$ cat config.mk
export PLATFORM = sky130hd
export DESIGN_NAME = psir_sqrt
export DESIGN_NICKNAME = d
export VERILOG_FILES = /design/src/sv/psir_pkg.sv /design/src/sv/psir_sqrt.sv
export SDC_FILE = /design/constraint.sdc
export NUM_CORES = 1
export LEC_CHECK = 0
export ABC_AREA = 1
export BUFFER_PORTS_ARGS = -buffer_cell sky130_fd_sc_hd__buf_2
export CORE_UTILIZATION = 40
export CTS_CLUSTER_SIZE = 24
export DETAILED_ROUTE_END_ITERATION = 8
export SLEW_MARGIN = 40
export SYNTH_ARGS = -nofsm -noshare
export SYNTH_HDL_FRONTEND = slang
export SYNTH_SLANG_ARGS = --single-unit
$ cat constraint.sdc
create_clock -name i_clk -period 6.15 [get_ports i_clk]
set_input_delay 0.615 -clock i_clk [delete_from_list [all_inputs] [get_ports i_clk]]
set_output_delay 0.615 -clock i_clk [all_outputs]
set_load 0.01 [all_outputs]
$ cat src/sv/psir_pkg.sv
// ----------------------------------------------------------------------------
// psir_pkg
// Shared types and constants of the particle splat image reconstructor.
// ----------------------------------------------------------------------------
package psir_pkg;

    localparam int IMAGE_SIZE    = 512;
    localparam int COORD_W       = $clog2(IMAGE_SIZE);
    localparam int PIX_AW        = 2 * COORD_W;
    localparam int MAX_PARTICLES = 256;
    localparam int PART_AW       = $clog2(MAX_PARTICLES);
    localparam int CNT_W         = PART_AW + 1;

    localparam int POS_W   = 16;
    localparam int PCO_W   = 20;   // particle coordinate, signed Q11.8
    localparam int SUM_W   = 24;   // pixel sum, Q8.16
    localparam int RAD_W   = 8;
    localparam int WIN_W   = 15;
    localparam int INT_W   = 16;

    // shared long divider: quotient bits resolved one per cycle
    localparam int DIV_Q_W   = 17;
    localparam int DIV_DEN_W = 24;
    localparam int DIV_NUM_W = DIV_DEN_W + DIV_Q_W;

    // square root unit: radicand Q.32, root Q.16
    localparam int SQ_ROOT_W = 24;
    localparam int SQ_RAD_W  = 2 * SQ_ROOT_W;

    localparam logic [RAD_W-1:0] RADIUS_RST = 8'd51;
    localparam logic [WIN_W-1:0] WINDOW_RST = 15'd6554;

    typedef enum logic [1:0] {
        CMD_ADD    = 2'd0,
        CMD_RENDER = 2'd1,
        CMD_READ   = 2'd2,
        CMD_CLEAR  = 2'd3
    } t_cmd;

    typedef enum logic [1:0] {
        ST_OK       = 2'd0,
        ST_FULL     = 2'd1,
        ST_FLAT     = 2'd2,
        ST_NOT_REND = 2'd3
    } t_status;

    typedef enum logic {
        CFG_RADIUS = 1'b0,
        CFG_WINDOW = 1'b1
    } t_cfg_idx;

endpackage

$ cat src/sv/psir_sqrt.sv
// ----------------------------------------------------------------------------
// psir_sqrt
// Digit-by-digit integer square root, one root bit per cycle.
// ----------------------------------------------------------------------------
module psir_sqrt
    import psir_pkg::*;
(
    input  logic                 i_clk,
    input  logic                 i_rst_n,
    input  logic                 i_start,
    input  logic [SQ_RAD_W-1:0]  i_rad,
    output logic                 o_done,
    output logic [SQ_ROOT_W-1:0] o_root
);

    localparam int CW    = $clog2(SQ_ROOT_W);
    localparam int REM_W = SQ_ROOT_W + 2;

    logic [SQ_RAD_W-1:0]  r_rad;
    logic [REM_W-1:0]     r_rem;
    logic [SQ_ROOT_W-1:0] r_root;
    logic [CW-1:0]        r_cnt;
    logic                 r_run;
    logic                 r_done;
    logic [REM_W+1:0]     rem_sh;
    logic [REM_W+1:0]     trial;
    logic                 take;

    assign rem_sh = {r_rem, r_rad[SQ_RAD_W-1:SQ_RAD_W-2]};
    assign trial  = {2'b00, r_root, 2'b01};
    assign take   = (rem_sh >= trial);

    always_ff @(posedge i_clk) begin
        if (!i_rst_n) begin
            r_run  <= 1'b0;
            r_done <= 1'b0;
            r_cnt  <= '0;
        end else begin
            r_done <= 1'b0;
            if (i_start) begin
                r_run <= 1'b1;
                r_cnt <= CW'(SQ_ROOT_W - 1);
            end else if (r_run) begin
                r_cnt <= r_cnt - 1'b1;
                if (r_cnt == '0) begin
                    r_run  <= 1'b0;
                    r_done <= 1'b1;
                end
            end
        end
    end

    always_ff @(posedge i_clk) begin
        if (i_start) begin
            r_rad  <= i_rad;
            r_rem  <= '0;
            r_root <= '0;
        end else if (r_run) begin
            r_rad  <= {r_rad[SQ_RAD_W-3:0], 2'b00};
            r_rem  <= take ? REM_W'(rem_sh - trial) : rem_sh[REM_W-1:0];
            r_root <= {r_root[SQ_ROOT_W-2:0], take};
        end
    end

    assign o_done = r_done;
    assign o_root = r_root;

endmodule

==> impl_results.md, run 1 <==
* Outcome: complete, no violations
* GPL Wtd Cong at about 0.88
* Static Leakage at ~0.0038 µW
* Syn_area_per_cell at 6.81 µm²
* Max incr delay on CP at 0.59 ns
* Worst EP arrival at 3.04 ns
* Clock sinks at roughly 110
* Worst min-delay path class: reg -> reg
* Vias/cell at between 4 and 5
* Met3 Resource Use GR at 4.15%
* Drt total wl at 14900 µm
* Width of the die at 127 µm
* Dpl cell area at 6840 µm²
* Row count at 45
* Core area at 15300 µm²
* Post-Syn Nets at 1002
* CP Data Required Time at approximately 6.4 ns
* Final min period at 2.78 ns
* IO Count at 76
* Vias in the first global route at 5255
* Synthesis-to-layout area growth at 13.2%
* Die Ht at approximately 130 µm
* CP Cell Sequence: ha_1, nand2_1, inv_1, nand2_1, nand2_1, inv_1, nand2_1, a21oi_1, nand3_2, or2_2, nand3_1, nand2_1
* Clk slew on worst S/H paths at ~0.07 ns
* CTS Buf Count at 9
* Sequential element share of the synthesized area at 41.1%
* DRT antenna net count at 0
* Synth unique cells at 35
* Post-Syn Area at 6290 µm²
* Routing usage on met2 at 32.1%
* Post-DP HPWL at 11200 µm
* Relative slew slack at 49.9%
* Hold_buf cts at 0
* Commonest non-fill, non-tap cell in the layout: nand2_1
* Slowest CP cell: nand3_2
* Max Fclk at approximately 360 MHz
* Fin Setup TNS at 0 ns
* Largest area contributor in the netlist: nand2_1
* Worst skew pair latency at 0.36 ns
* Post-synth top area share at 23.6%
* Layout Nets at 1065
* CP Capture Type: flop
* Area contributors post-synth: nand2_1 24%, edfxtp_1 23%, dfxtp_1 18%
* Synth warn at 0
* All-Layer GR Usage at between 10% and 20%
* Final instance area at about 7000 µm²
* # port buffers at 75
* Worst Tran Pin Value at 0.751 ns
* Worst setup path class: reg -> reg
* M1 GR Usage at about a quarter
* Post-Route Utilization at 46.6%
* Slew Viols, Final at 0
* Clk buf depth at 2
* Post-CTS Setup Bufs at 0
* Max cap viols at 0
* Placed Instances at roughly 1.2k
* Overflow after GRT at 0
* Starting Density at between 40% and 50%
* # setup viols final at 0
* Most frequent cells in the layout: 396 x nand2_1, 149 x inv_1, 75 x buf_2
* CTS tree: done
* CP Max Fanout at 41
* Htree depth at 3
* Post-CTS Resized at 0
* GR peak layer: met2
* Final worst-path cycle share at a little under half
* RSZ-0062 raised after global routing: false
* Worst VDD drop at 0.000204 V
* First-pass GRT wire length at 25100 µm
* Initial antenna violation count at 0
* CP bufs+invs at 2
* Final Skew at 0.0101 ns
* Register bit count reported by yosys at approximately 110
* Die Footprint at 16200 µm²
* Number of diodes at 0
* Via count of the routed design at 5525
* Drt initial violations at 349
* Root Buffer: clkbuf_16
* DR WL/cell at roughly 12 µm
* Largest net degree at the start of global routing at 59
* Crit path top cell by count: nand2_1
* CP top delay family: simple AND/OR/NAND/NOR gates
* Hold Fails Final Rpt at 0
* DRC Markers at 0
* Startpoint class of the critical path: flop
* Cells after Synth at ~900
* Final Instance Count excl. Fillers at 1202
* Power density cells at slightly below 400 nW/µm²
* Drt pass-1 iters at 5
* Layout cell share with drive strength beyond 1 at 11.1%
[power by group]
part	switching (µW)	leakage, µW	total [µW]	internal [µW]
registers	46.8	0.000956	856	809
logic	911	0.00274	1360	449
clock network	280	0.000137	563	284
[tightest hold or removal path, cell delays in order (launching register included)]
cell and delay [ns]:
dfxtp_1 0.32, nand2_1 0.06, nand2_1 0.04
[logic make-up (layout without fill, tap and decap cells)]
kind of cell,Yosys count,after routing,synth area share (%)
DFF,105,105,41.1
adders and majority gates,28,28,5.57
xor gates and xnor gates,12,12,1.67
and+or+nand+nor,527,527,34.1
buffers and inverters,180,248,11.0
AOI/OAI and AO/OA,71,71,6.55
[through the flow]
stage / worst slack (ns) / power (µW) / hold WS (ns)
after floorplan: 3.40 / 1930 / 0.445
after global placement: 2.94 / 2220 / 0.460
after detailed placement: 3.13 / 2220 / 0.460
after CTS: 3.38 / 2790 / 0.472
after global routing: 3.04 / 3050 / 0.493
final: 3.37 / 2780 / 0.470
[sequential cells by signal, summed over array words and instances (netlist names)]
name	flops
r_rad	48
r_rem	26
o_root	24
r_cnt	5
o_done	1
r_run	1
[layer usage]
metal / routed length [µm] / vias to the layer above
li1: - / 3008
met1: 7230 / 2398
met3: 838 / 8
met5: 0 / -
met2: 6640 / 111
met4: 172 / 0
[path summary, 6_finish.rpt]
check                           startpoint         to  slack, ns  cells after the start
worst max-delay path             r_rem[17]  r_rem[13]       3.37                     12
worst min-delay path              r_rem[7]   r_rem[7]       0.47                      2
worst max register to register   r_rem[17]  r_rem[13]       3.37                     12
worst min register to register    r_rem[7]   r_rem[7]       0.47                      2
[final cells by class]
| cell class | instances | area (µm²) |
|---|---|---|
| Fill cell | 1667 | 8140 |
| Multi-Input combinational cell | 638 | 3010 |
| Sequential cell | 105 | 2580 |
| Inverter | 154 | 578 |
| Timing Repair Buffer | 78 | 398 |
| Tap cell | 211 | 264 |
| Clock buffer | 11 | 233 |
| Clock inverter | 5 | 46.3 |
[cells in the mapped netlist (all sizes together)]
library cell / n
nand2: 398
inv: 152
dfxtp: 57
nor2: 54
edfxtp: 48
nand3: 45
ha: 28
a21oi: 25
o22ai: 23
nand4: 17
buf: 13
clkbuf: 13
o21ai: 12
xnor2: 10
nor3: 6
o211ai: 5
nand3b: 4
and2: 2
clkinv: 2
o31ai: 2
xor2: 2
a221oi: 1
a31oi: 1
o21a: 1
o21bai: 1
or2: 1
No activity file was read; power rests on OpenSTA's default activity.
==> inputs of run 2 (changes only) <==
==> constraint.sdc (replaced) <==
create_clock -name i_clk -period 2.9 [get_ports i_clk]
set_input_delay 0.29 -clock i_clk [delete_from_list [all_inputs] [get_ports i_clk]]
set_output_delay 0.29 -clock i_clk [all_outputs]
set_load 0.01 [all_outputs]
==> run 2 against run 1 <==
Effect of this change:
- register-to-register slack got worse by 2.9 ns
- hold slack got worse by 0.29 ns
- critical endpoint is now r_rem[9]
- die area did not move
==> impl_results.md, run 2 (same netlist as run 1, synthesis figures left out) <==
* Outcome: complete, no violations
* Hold slack final at 0.178 ns (-0.293 ns)
* Worst setup path class: reg -> reg
* Starting Density at 41.2% (unchanged)
* Post-CTS Setup Bufs at 0 (unchanged)
* Commonest non-fill, non-tap cell in the layout: nand2_1
* IO Count at 76 (unchanged)
* Final worst-path cycle share at 84.4% (+39 points)
* Hold_buf cts at 0 (unchanged)
* Max FFs per register at 48 (unchanged)
* Slew Viols, Final at 0 (unchanged)
* DRT antenna net count at 0 (unchanged)
* DRC Markers at 0 (unchanged)
* Post-DP HPWL at 11300 µm (+0.64%)
* DR WL/cell at 12.6 µm (+1.6%)
* Startpoint class of the critical path: flop
* Relative slew slack at 57.4% (+7.5 points)
* # port buffers at 75 (unchanged)
* Fin Setup TNS at 0 ns (unchanged)
* Worst VDD drop at 0.000417 V (+100%)
* CTS tree: done
* CP Capture Type: flop
* Worst EP arrival at 2.75 ns (-0.29 ns)
* Layout cell share with drive strength beyond 1 at 11.6% (+0.52 points)
* Final Skew at 0.00952 ns (-0.000596 ns)
* Htree depth at 3 (unchanged)
* Via count of the routed design at 5659 (+2.4%)
* Clock sinks at 105 (unchanged)
* Synthesis-to-layout area growth at 14.9%
* Max Fclk at 408 MHz (+14%)
* Drt initial violations at 272 (-22%)
* Reg-to-reg slack, setup at 0.45 ns (-2.92 ns)
* Power Total at 6110 µW (+120%)
* Worst Tran Pin Value at 0.638 ns (-0.113 ns)
* Clk buf depth at 2 (unchanged)
* Initial antenna violation count at 0 (unchanged)
* All-Layer GR Usage at 20.0% (+0.45 points)
* Static Leakage at 0.00389 µW (+1.5%)
* Root Buffer: clkbuf_16
* Power density cells at 845 nW/µm² (+120%)
* Number of diodes at 0 (unchanged)
* Overflow after GRT at 0 (unchanged)
* # setup viols final at 0 (unchanged)
* Drt pass-1 iters at 5 (unchanged)
* Hold Fails Final Rpt at 0 (unchanged)
* CP Max Fanout at 26 (-37%)
* Most frequent cells in the layout: 396 x nand2_1, 151 x inv_1, 75 x buf_2
* FILL cells at 1619 (-2.9%)
* Vias/cell at 4.68 (+1.8%)
* Worst skew pair latency at 0.36 ns (about the same)
* Width of the die at 127 µm (unchanged)
* Drt total wl at 15200 µm (+2.2%)
* First-pass GRT wire length at 25400 µm (+1.3%)
* Worst min-delay path class: in -> reg
* GPL Wtd Cong at 0.865 (-1.6%)
* Row count at 45 (unchanged)
* Vias in the first global route at 5277 (+0.42%)
* CTS Buf Count at 9 (unchanged)
* Final min period at 2.45 ns (-0.332 ns)
* Post-CTS Resized at 0 (unchanged)
* Die Footprint at 16200 µm² (unchanged)
* Core area at 15300 µm² (unchanged)
* CP Data Required Time at 3.20 ns (-3.21 ns)
* Most flops, register: r_rad
* Clk slew on worst S/H paths at 0.08 ns (about the same)
* Die Ht at 127 µm (unchanged)
* Max cap viols at 0 (unchanged)
* RSZ-0062 raised after global routing: false
* Layout Nets at 1072 (+0.66%)
* Largest net degree at the start of global routing at 58 (-1.7%)
==> run 2: worst max-delay path, stage by stage, from the launching register on <==
cell and delay (ns):
dfxtp_1 0.33, inv_1 0.08, ha_1 0.37, nand2_1 0.16, inv_1 0.05, nand2_1 0.06, nand2_1 0.09, nand2_1 0.10
nand2_1 0.05, a21oi_1 0.15, nand3_2 0.34, buf_12 0.30, a21oi_1 0.13, o21ai_0 0.10, nand2_1 0.07
==> run 2: layer usage <==
| metal | GRT usage (%) | vias to the layer above | part of all wire, % |
|---|---|---|---|
| met2 | 33.2 | 125 | 46 |
| li1 | - | 3026 | - |
| met4 | 5.18 | 0 | 1.2 |
| met3 | 5.07 | 14 | 5.5 |
| met5 | 0 | - | 0 |
| met1 | 26.0 | 2494 | 48 |
==> run 2: area by class of cell <==
class                      count  area (µm²)  share of cell area (%)
clock buffer                   9         225                    3.12
clock inverter                 7        88.8                    1.23
inverter                     154         578                    8.00
multi-input combinational    638        3010                    41.7
sequential                   105        2580                    35.7
tap                          211         264                    3.65
timing repair buffer          85         475                    6.58
==> run 2: final timing paths <==
kind	endpoint	cells past startpoint	from
worst max-delay path	r_rem[9]	14	o_root[21]
worst min register to register	r_rem[6]	2	r_rem[6]
worst min-delay path	r_rad[0]	3	i_rad[0]
worst max register to register	r_rem[9]	14	o_root[21]
==> run 2: through the flow <==
stage / setup WS (ns) / area (µm²) / utilization [%] / instances
floorplan: 0.261 / 6290 / - / 923
global placement: 0.494 / 6910 / 45.3 / 1193
finish: 0.452 / 7230 / 47.4 / 1209
detailed placement: 0.510 / 6910 / 45.3 / 1193
CTS: 0.488 / 7230 / 47.4 / 1209
global route: 0.234 / 7230 / 47.4 / 1209
==> run 2: power breakdown <==
| group | switching (µW) | internal (µW) | total [µW] |
|---|---|---|---|
| Combinational | 1960 | 1030 | 2990 |
| Sequential | 86.3 | 1710 | 1800 |
| Clock | 619 | 695 | 1310 |
