[src/sv/psir_pkg.sv]
// ----------------------------------------------------------------------------
// psir_pkg
// Shared types and constants of the particle splat image reconstructor.
// ----------------------------------------------------------------------------
package psir_pkg;

    localparam int IMAGE_SIZE    = 512;
    localparam int COORD_W       = $clog2(IMAGE_SIZE);
    localparam int PIX_AW        = 2 * COORD_W;
    localparam int MAX_PARTICLES = 256;
    localparam int PART_AW       = $clog2(MAX_PARTICLES);
    localparam int CNT_W         = PART_AW + 1;

    localparam int POS_W   = 16;
    localparam int PCO_W   = 20;   // particle coordinate, signed Q11.8
    localparam int SUM_W   = 24;   // pixel sum, Q8.16
    localparam int RAD_W   = 8;
    localparam int WIN_W   = 15;
    localparam int INT_W   = 16;

    // shared long divider: quotient bits resolved one per cycle
    localparam int DIV_Q_W   = 17;
    localparam int DIV_DEN_W = 24;
    localparam int DIV_NUM_W = DIV_DEN_W + DIV_Q_W;

    // square root unit: radicand Q.32, root Q.16
    localparam int SQ_ROOT_W = 24;
    localparam int SQ_RAD_W  = 2 * SQ_ROOT_W;

    localparam logic [RAD_W-1:0] RADIUS_RST = 8'd51;
    localparam logic [WIN_W-1:0] WINDOW_RST = 15'd6554;

    typedef enum logic [1:0] {
        CMD_ADD    = 2'd0,
        CMD_RENDER = 2'd1,
        CMD_READ   = 2'd2,
        CMD_CLEAR  = 2'd3
    } t_cmd;

    typedef enum logic [1:0] {
        ST_OK       = 2'd0,
        ST_FULL     = 2'd1,
        ST_FLAT     = 2'd2,
        ST_NOT_REND = 2'd3
    } t_status;

    typedef enum logic {
        CFG_RADIUS = 1'b0,
        CFG_WINDOW = 1'b1
    } t_cfg_idx;

endpackage

[src/sv/psir_div.sv]
// ----------------------------------------------------------------------------
// psir_div
// Restoring long divider, one quotient bit per cycle. The upper part of the
// dividend must be below the divisor so the quotient fits DIV_Q_W bits.
// ----------------------------------------------------------------------------
module psir_div
    import psir_pkg::*;
(
    input  logic                 i_clk,
    input  logic                 i_rst_n,
    input  logic                 i_start,
    input  logic [DIV_NUM_W-1:0] i_num,
    input  logic [DIV_DEN_W-1:0] i_den,
    output logic                 o_done,
    output logic [DIV_Q_W-1:0]   o_quo
);

    localparam int CW = $clog2(DIV_Q_W);

    logic [DIV_DEN_W-1:0] r_rem;
    logic [DIV_DEN_W-1:0] r_den;
    logic [DIV_Q_W-1:0]   r_lo;
    logic [DIV_Q_W-1:0]   r_quo;
    logic [CW-1:0]        r_cnt;
    logic                 r_run;
    logic                 r_done;
    logic [DIV_DEN_W:0]   trial;
    logic                 take;

    assign trial = {r_rem, r_lo[DIV_Q_W-1]};
    assign take  = (trial >= {1'b0, r_den});

    always_ff @(posedge i_clk) begin
        if (!i_rst_n) begin
            r_run  <= 1'b0;
            r_done <= 1'b0;
            r_cnt  <= '0;
        end else begin
            r_done <= 1'b0;
            if (i_start) begin
                r_run <= 1'b1;
                r_cnt <= CW'(DIV_Q_W - 1);
            end else if (r_run) begin
                r_cnt <= r_cnt - 1'b1;
                if (r_cnt == '0) begin
                    r_run  <= 1'b0;
                    r_done <= 1'b1;
                end
            end
        end
    end

    always_ff @(posedge i_clk) begin
        if (i_start) begin
            r_rem <= i_num[DIV_NUM_W-1:DIV_Q_W];
            r_lo  <= i_num[DIV_Q_W-1:0];
            r_den <= i_den;
        end else if (r_run) begin
            r_rem <= take ? DIV_DEN_W'(trial - {1'b0, r_den}) : trial[DIV_DEN_W-1:0];
            r_lo  <= {r_lo[DIV_Q_W-2:0], 1'b0};
            r_quo <= {r_quo[DIV_Q_W-2:0], take};
        end
    end

    assign o_done = r_done;
    assign o_quo  = r_quo;

endmodule

[config.mk]
export PLATFORM = sky130hd
export DESIGN_NAME = psir_div
export DESIGN_NICKNAME = d
export VERILOG_FILES = /design/src/sv/psir_pkg.sv /design/src/sv/psir_div.sv
export SDC_FILE = /design/constraint.sdc
export NUM_CORES = 1
export LEC_CHECK = 0
export BUFFER_PORTS_ARGS = -buffer_cell sky130_fd_sc_hd__buf_2
export CAP_MARGIN = 5
export CORE_UTILIZATION = 60
export CTS_CLUSTER_SIZE = 16
export DETAILED_ROUTE_END_ITERATION = 10
export GPL_ROUTABILITY_DRIVEN = 0
export PLACE_DENSITY = 0.92
export SYNTH_ARGS = -nofsm -noshare
export SYNTH_HDL_FRONTEND = slang
export SYNTH_SLANG_ARGS = --single-unit
[constraint.sdc]
create_clock -name i_clk -period 7.5 [get_ports i_clk]
set_clock_uncertainty 0.05 [all_clocks]
set_input_delay 0 -clock i_clk [delete_from_list [all_inputs] [get_ports i_clk]]
set_output_delay 0 -clock i_clk [all_outputs]
set_load 0.02 [all_outputs]
==> results.md, run 1 <==
- Sequential share of power: 38.8%
- TritonRoute pass-1 iters: 5
- Initial Util: 62.4%
- Share of the clock period used by the worst path: 46.7%
- Routed vias: roughly 3,700
- ANT nets after route: 0
- Synth Register Bits: 89
- Vias per cell: 5.67
- Crit-path max FO: 22
- TritonCTS clock tree: done
- Mapped Nets: 494
- FFs w/ async S/R, synth: 0%
- CTS buffer count: 9
- Initial antenna violation count: 0
- Slowest stage delay, CP: 0.40 ns
- Switching Fraction: between 30 and 40%
- Sequential area share after synthesis: 53.4%
- Top_reg_cell synth: edfxtp_1
- Global-route wire length before repair: 17,500 µm
- CP endpoint kind: register
- Die Wd: just over 90 µm
- Port Buffer Count: 85
- Gr usage total: 26.7%
- Maximum clock path buffer count: 2
- Simple-gate share of the synthesized area: 9.33%
- Final Slew Violations: 0
- Post-place setup slack: 4.14 ns
- Final Hold Viols: 0
- Area of the core: just under 8000 µm²
- Die height: 92.1 µm
- Hpwl dp: 6540 µm
- RSZ-0062 raised after global routing: no
- WL/cell: 16.2 µm
- Mapped cell area: between 4000 and 5000 µm²
- Mux contribution to synthesized area: 10.7%
- Root buf cell: clkbuf_8
- Synth Instances: ~400
- Maximum VDD drop: ~0.22 mV
- Critical-path cell list: ha_1 > a21oi_1 > o21ai_0 > or3_1 > o211ai_2 > a21boi_2 > nor2_4 > inv_2 > mux2_4 > mux2_2
- Logic gate share of total power: 41.2%
- Worst setup margin: 4.00 ns
- Worst EP arrival: 3.57 ns
- Status: finished, final reports clean
- Die area: 8480 µm²
- Inserted Diodes: 0
- Fraction of synthesized cell area in xor and xnor cells: 3.96%
- Cell Area, Placed: between 5000 and 6000 µm²
- H-tree levels: 3
- Clock sink count: 89
- I/O Pins: 86
- Worst setup SP type: register
- Distinct cells, synth: a little under 60
- Number of flops mapped to enable cells by yosys: 82
- Synth warn: 0
- FF+latch area: 2600 µm²
- Worst Hold Class: in -> reg
- # resized after CTS: 0
- P&R area growth vs syn: 28.0%
- Clock Latency Late Sink: 0.37 ns
- Area of the multi-input gates: 2090 µm²
- Largest net degree at the start of global routing: 46
- Worst-Margin Slew: between 1 and 1.5 ns
- Clk slew on worst S/H paths: approximately 0.1 ns
- Met2 Track Usage GR: 47.6%
- Share of cells above drive strength 1: 28.0%
- Clock share of power: 20.0%
- FF-to-FF setup slack: 4.00 ns
- Minimum clock period: 3.50 ns
- DRT iter0 DRCs: 185
- GRT overflow: 0
- Post-Syn Area per Cell: between 10 and 15 µm²
- Fin nets: 643
- PwrDens: 278 nW/µm²
- Fillcell total: 481
- Met1 GRT Util: 30.9%
- Leak: 2.62 nW
- Largest family of logic cells by synthesized area: compound AO/OA/AOI/OAI gates
- Hold_ws: 0.119 ns
- CP max stage cell: edfxtp_1
- Design Area, Final: 6230 µm²
- Internal: 0.00115 W
- Number of global-route vias before repair: 3,795
- Req. time, crit path: 7.57 ns
- Drc violations: 0
- Routed wire length: 10,600 µm
- Critical path class: reg -> reg
- Synth Area in Compound Gates: 11.8%
- Rows: 32
- Met3 usage: 6.22%
- Slew HR: 33.2%
- Max_cap viols: 0
- Setup TNS: 0 ns
- Setup violators final: 0
- Post-synthesis adder-cell area fraction: 7.09%
- GRT busiest layer: met2
- F_max: 285 MHz
- P_sw: 0.000591 W
logic make-up (layout without fill, tap and decap cells):
group / after synthesis / after routing
DFF: 89 / 89
AOI/OAI and AO/OA: 87 / 87
and+or+nand+nor: 85 / 85
buffers and inverters: 45 / 199
muxes: 44 / 44
adders and majority gates: 27 / 27
xor gates and xnor gates: 22 / 22
critical path, delay by kind of cell (launching register included):
kind                       cells  cell delay, ns
buffers and inverters          1            0.33
muxes                          2            0.64
and+or+nand+nor                2            0.70
adders and majority gates      1            0.39
AOI/OAI and AO/OA              4            0.74
DFF                            1            0.40
final timing paths:
check,from,depth (start not counted),to
worst min register to register,o_quo[2],0,o_quo[3]
worst max register to register,r_rem[5],10,r_rem[12]
worst min-delay path,i_num[36],4,r_rem[19]
worst max-delay path,r_rem[5],10,r_rem[12]
cell usage after synthesis (2+ instances only):
cell type	count	area, µm²
or3_1	3	18.8
o21a_1	4	30.0
nand4_1	3	18.8
mux2_2	33	372
o21ai_0	16	80.1
o211ai_1	2	15.0
o31a_1	2	17.5
a21oi_1	31	155
a21boi_0	4	30.0
mux2_4	8	120
and2_1	4	25.0
edfxtp_1	82	2460
a21o_1	7	52.6
a211oi_1	2	15.0
nor2b_1	9	56.3
dfxtp_1	7	140
inv_1	30	113
and3_1	6	37.5
nor3b_1	2	15.0
ha_1	26	325
nor3_1	5	25.0
clkbuf_1	10	37.5
nand2_1	19	71.3
a22oi_1	2	15.0
nor4_1	3	18.8
nor2_1	17	63.8
nand3_1	3	15.0
o31ai_1	3	22.5
xnor2_1	14	123
buf_2	2	10.0
xor2_1	8	70.1
nand2b_1	4	25.0
mux2i_1	3	30.0
sequential cells by signal, indices dropped and copies added, names as in the netlist:
register / cells
r_rem: 24
o_quo: 17
r_run: 1
r_den: 24
r_cnt: 5
r_lo: 17
o_done: 1
per-layer routing:
layer / wire [µm] / vias up
li1: - / 1769
met1: 4240 / 1755
met2: 5470 / 166
met3: 652 / 24
met4: 258 / 0
met5: 0 / -
cell type report:
| type | count | share of cell area (%) |
|---|---|---|
| Tap cell | 102 | 2.05 |
| Multi-Input combinational cell | 265 | 33.5 |
| Timing Repair Buffer | 152 | 17.5 |
| Inverter | 31 | 1.87 |
| Clock buffer | 11 | 2.61 |
| Sequential cell | 89 | 41.7 |
| Clock inverter | 5 | 0.783 |
what timing repair did:
action,4_1_cts,5_1_grt
buffers inserted,0,0
hold buffers,64,0
hold endpoints to repair,70,0
through the flow:
stage,cells,utilization (%),power (W)
final,655,79.9,0.00174
after global routing,655,79.9,0.00183
after CTS,655,79.9,0.00172
after detailed placement,575,68.9,0.00135
after global placement,575,68.9,0.00132
after floorplan,399,-,0.00122
placed cells by master (no fill, tap or decap), drive strengths merged, types with 14 or more instances in the layout:
cell type    instances
buf                 88
edfxtp              82
dlygate4sd3         64
mux2                41
inv                 36
a21oi               31
ha                  26
nand2               19
nor2                18
o21ai               17
xnor2               14
power by group through the flow:
stage / logic [W] / registers [W] / clock network [W]
finish: 0.000716 / 0.000673 / 0.000347
global route: 0.000781 / 0.000681 / 0.000369
CTS: 0.000697 / 0.000671 / 0.000348
detailed placement: 0.000665 / 0.000681 / 0
global placement: 0.000639 / 0.000677 / 0
floorplan: 0.000545 / 0.000672 / 0
Note: power is estimated with default switching activity, not from simulation.
==> run 2: changes to the inputs <==
Settings changed: CORE_UTILIZATION 60 to 51, PLACE_DENSITY 0.92 to 0.84.
Clock period 7.5 ns to 2.9 ns, I/O delays scaled along.
==> results.md, run 2 (synthesized netlist as in run 1, its figures left out) <==
- RSZ-0062 raised after global routing: yes (was no)
- ANT nets after route: 0 (unchanged)
- Final Slew Violations: 0 (unchanged)
- Critical-path cell list: ha_4 > inv_2 > fa_2 > a21o_1 > a221oi_2 > o211ai_1 > a41o_1 > a31oi_4 > buf_4 > o21ai_2 > nor4_2 > nor3b_2 (was ha_1 > a21oi_1 > o21ai_0 > or3_1 > o211ai_2 > a21boi_2 > nor2_4 > inv_2 > mux2_4 > mux2_2)
- Initial antenna violation count: 0 (unchanged)
- Worst setup margin: -0.376 ns (was 4.00 ns)
- Routed wire length: 11,800 µm (was 10,600 µm)
- Area of the multi-input gates: 2240 µm² (was 2090 µm²)
- Final Non-Filler Cells: 729 (was 655)
- Leak: 2.87 nW (was 2.62 nW)
- TritonRoute pass-1 iters: 5 (unchanged)
- Worst-Margin Slew: 1.05 ns (was 1.00 ns)
- Pwr Total: 0.00503 W (was 0.00174 W)
- Critical path class: reg -> reg (unchanged)
- CP max stage cell: edfxtp_1 (unchanged)
- PwrDens: 739 nW/µm² (was 278 nW/µm²)
- Cell Area, Placed: 5700 µm² (was 5380 µm²)
- Maximum clock path buffer count: 2 (unchanged)
- Fin nets: 690 (was 643)
- P&R area growth vs syn: 39.8% (was 28.0%)
- Clock sink count: 89 (unchanged)
- Clock Latency Late Sink: 0.39 ns (was 0.37 ns)
- Vias per cell: 5.42 (was 5.67)
- Die Wd: 99.7 µm (was 92.1 µm)
- Routed vias: 3,951 (was 3,714)
- Final Hold Viols: 1 (was 0)
- Failing checks: hold timing, setup timing
- Req. time, crit path: 2.99 ns (was 7.57 ns)
- Max_cap viols: 0 (unchanged)
- Largest registers: r_den x24, r_rem x24 (unchanged)
- Worst EP arrival: 3.36 ns (was 3.57 ns)
- GRT overflow: 0 (unchanged)
- Maximum VDD drop: 0.361 mV (was 0.220 mV)
- H-tree levels: 3 (unchanged)
- Root buf cell: clkbuf_8 (unchanged)
- CTS buffer count: 9 (unchanged)
- Minimum clock period: 3.28 ns (was 3.50 ns)
- Gr usage total: 23.2% (was 26.7%)
- Most frequent cells in the layout: 85 x buf_2, 82 x edfxtp_1, 63 x dlygate4sd3_1 (was 85 x buf_2, 82 x edfxtp_1, 64 x dlygate4sd3_1)
- Hpwl dp: 7240 µm (was 6540 µm)
- Clk slew on worst S/H paths: 0.10 ns (about the same)
- WL/cell: 16.1 µm (was 16.2 µm)
- Worst Hold Class: in -> reg (unchanged)
- Global-route wire length before repair: 17,900 µm (was 17,500 µm)
- Design Area, Final: 6810 µm² (was 6230 µm²)
- Setup violators final: 10 (was 0)
- Die area: 9940 µm² (was 8480 µm²)
- Buf/Inv on CP: 2 (was 1)
- Inserted Diodes: 0 (unchanged)
- Most common cell after layout, fill and taps aside: buf_2 (unchanged)
- I/O Pins: 86 (unchanged)
- Initial Util: 52.7% (was 62.4%)
- Crit-path leading delay family: compound AO/OA/AOI/OAI gates (unchanged)
- Number of global-route vias before repair: 3,883 (was 3,795)
- Slowest stage delay, CP: 0.46 ns (was 0.40 ns)
- Drc violations: 0 (unchanged)
- Slew HR: 30.3% (was 33.2%)
- Rows: 35 (was 32)
- Share of cells above drive strength 1: 37.8% (was 28.0%)
- Hold_ws: -0.0896 ns (was 0.119 ns)
- Port Buffer Count: 85 (unchanged)
- Share of the clock period used by the worst path: 113% (was 46.7%)
- TritonCTS clock tree: done (unchanged)
- DRT iter0 DRCs: 237 (was 185)
- Status: finished, violations left (was finished, final reports clean)
- Worst setup SP type: register (unchanged)
- Crit-path max FO: 4 (was 22)
- Area of the core: 9240 µm² (was 7810 µm²)
- F_max: 305 MHz (was 285 MHz)
- Hold-fix buffers at CTS: 63 (was 64)
- Fillcell total: 580 (was 481)
- Inst Count DP: 634 (was 575)
- Largest net degree at the start of global routing: 60 (was 46)
- Die height: 99.7 µm (was 92.1 µm)
- CP endpoint kind: register (unchanged)
- FF+latch area: 2600 µm² (unchanged)
-- run 2: cell types whose count changed in the layout (fill, tap and decap cells not counted), sizes merged --
cell / delta
buf: +48
clkinv: +4
clkbuf: -2
inv: -2
dlygate4sd3: -1
-- run 2: layout make-up --
cell class	count	share of cell area (%)
Sequential cell	89	38.2
Timing Repair Buffer	199	21.8
Clock buffer	9	1.82
Multi-Input combinational cell	265	32.9
Tap cell	129	2.37
Inverter	31	1.75
Clock inverter	7	1.19
-- run 2: path summary, 6_finish.rpt --
check / slack (ns) / cells after the start / endpoint / start
max reg2reg: -0.38 / 12 / r_rem[22] / r_den[0]
max: -0.38 / 12 / r_rem[22] / r_den[0]
min: -0.09 / 2 / r_rem[20] / i_num[37]
min reg2reg: 0.41 / 0 / o_quo[3] / o_quo[2]
-- run 2: metrics by stage --
stage	hold WS (ns)	setup TNS [ns]	utilization (%)	setup slack (ns)
global placement	0.127	-0.133	61.6	-0.0491
global route	-0.107	-3.39	73.7	-0.519
finish	-0.0896	-1.96	73.7	-0.376
CTS	-0.0980	-0.324	72.0	-0.161
floorplan	0.0489	0	-	0.00180
detailed placement	0.128	-0.599	61.6	-0.146
-- run 2: repair_timing --
item	CTS	global route
setup buffers	10	6
setup endpoints to repair	10	19
hold endpoints to repair	70	1
gates resized for setup	14	24
pin swaps	10	9
-- run 2: power breakdown --
part | internal, W | total [W] | switching (W)
clock network | 0.000344 | 0.000872 | 0.000529
logic | 0.00128 | 0.00242 | 0.00114
registers | 0.00164 | 0.00174 | 0.0000998
total | 0.00327 | 0.00503 | 0.00176
-- run 2: per-layer routing --
metal	share of wire, %	track usage, %
met5	0	0
met2	51	40.5
met3	5.1	6.39
met1	41	28.3
met4	2.5	6.22
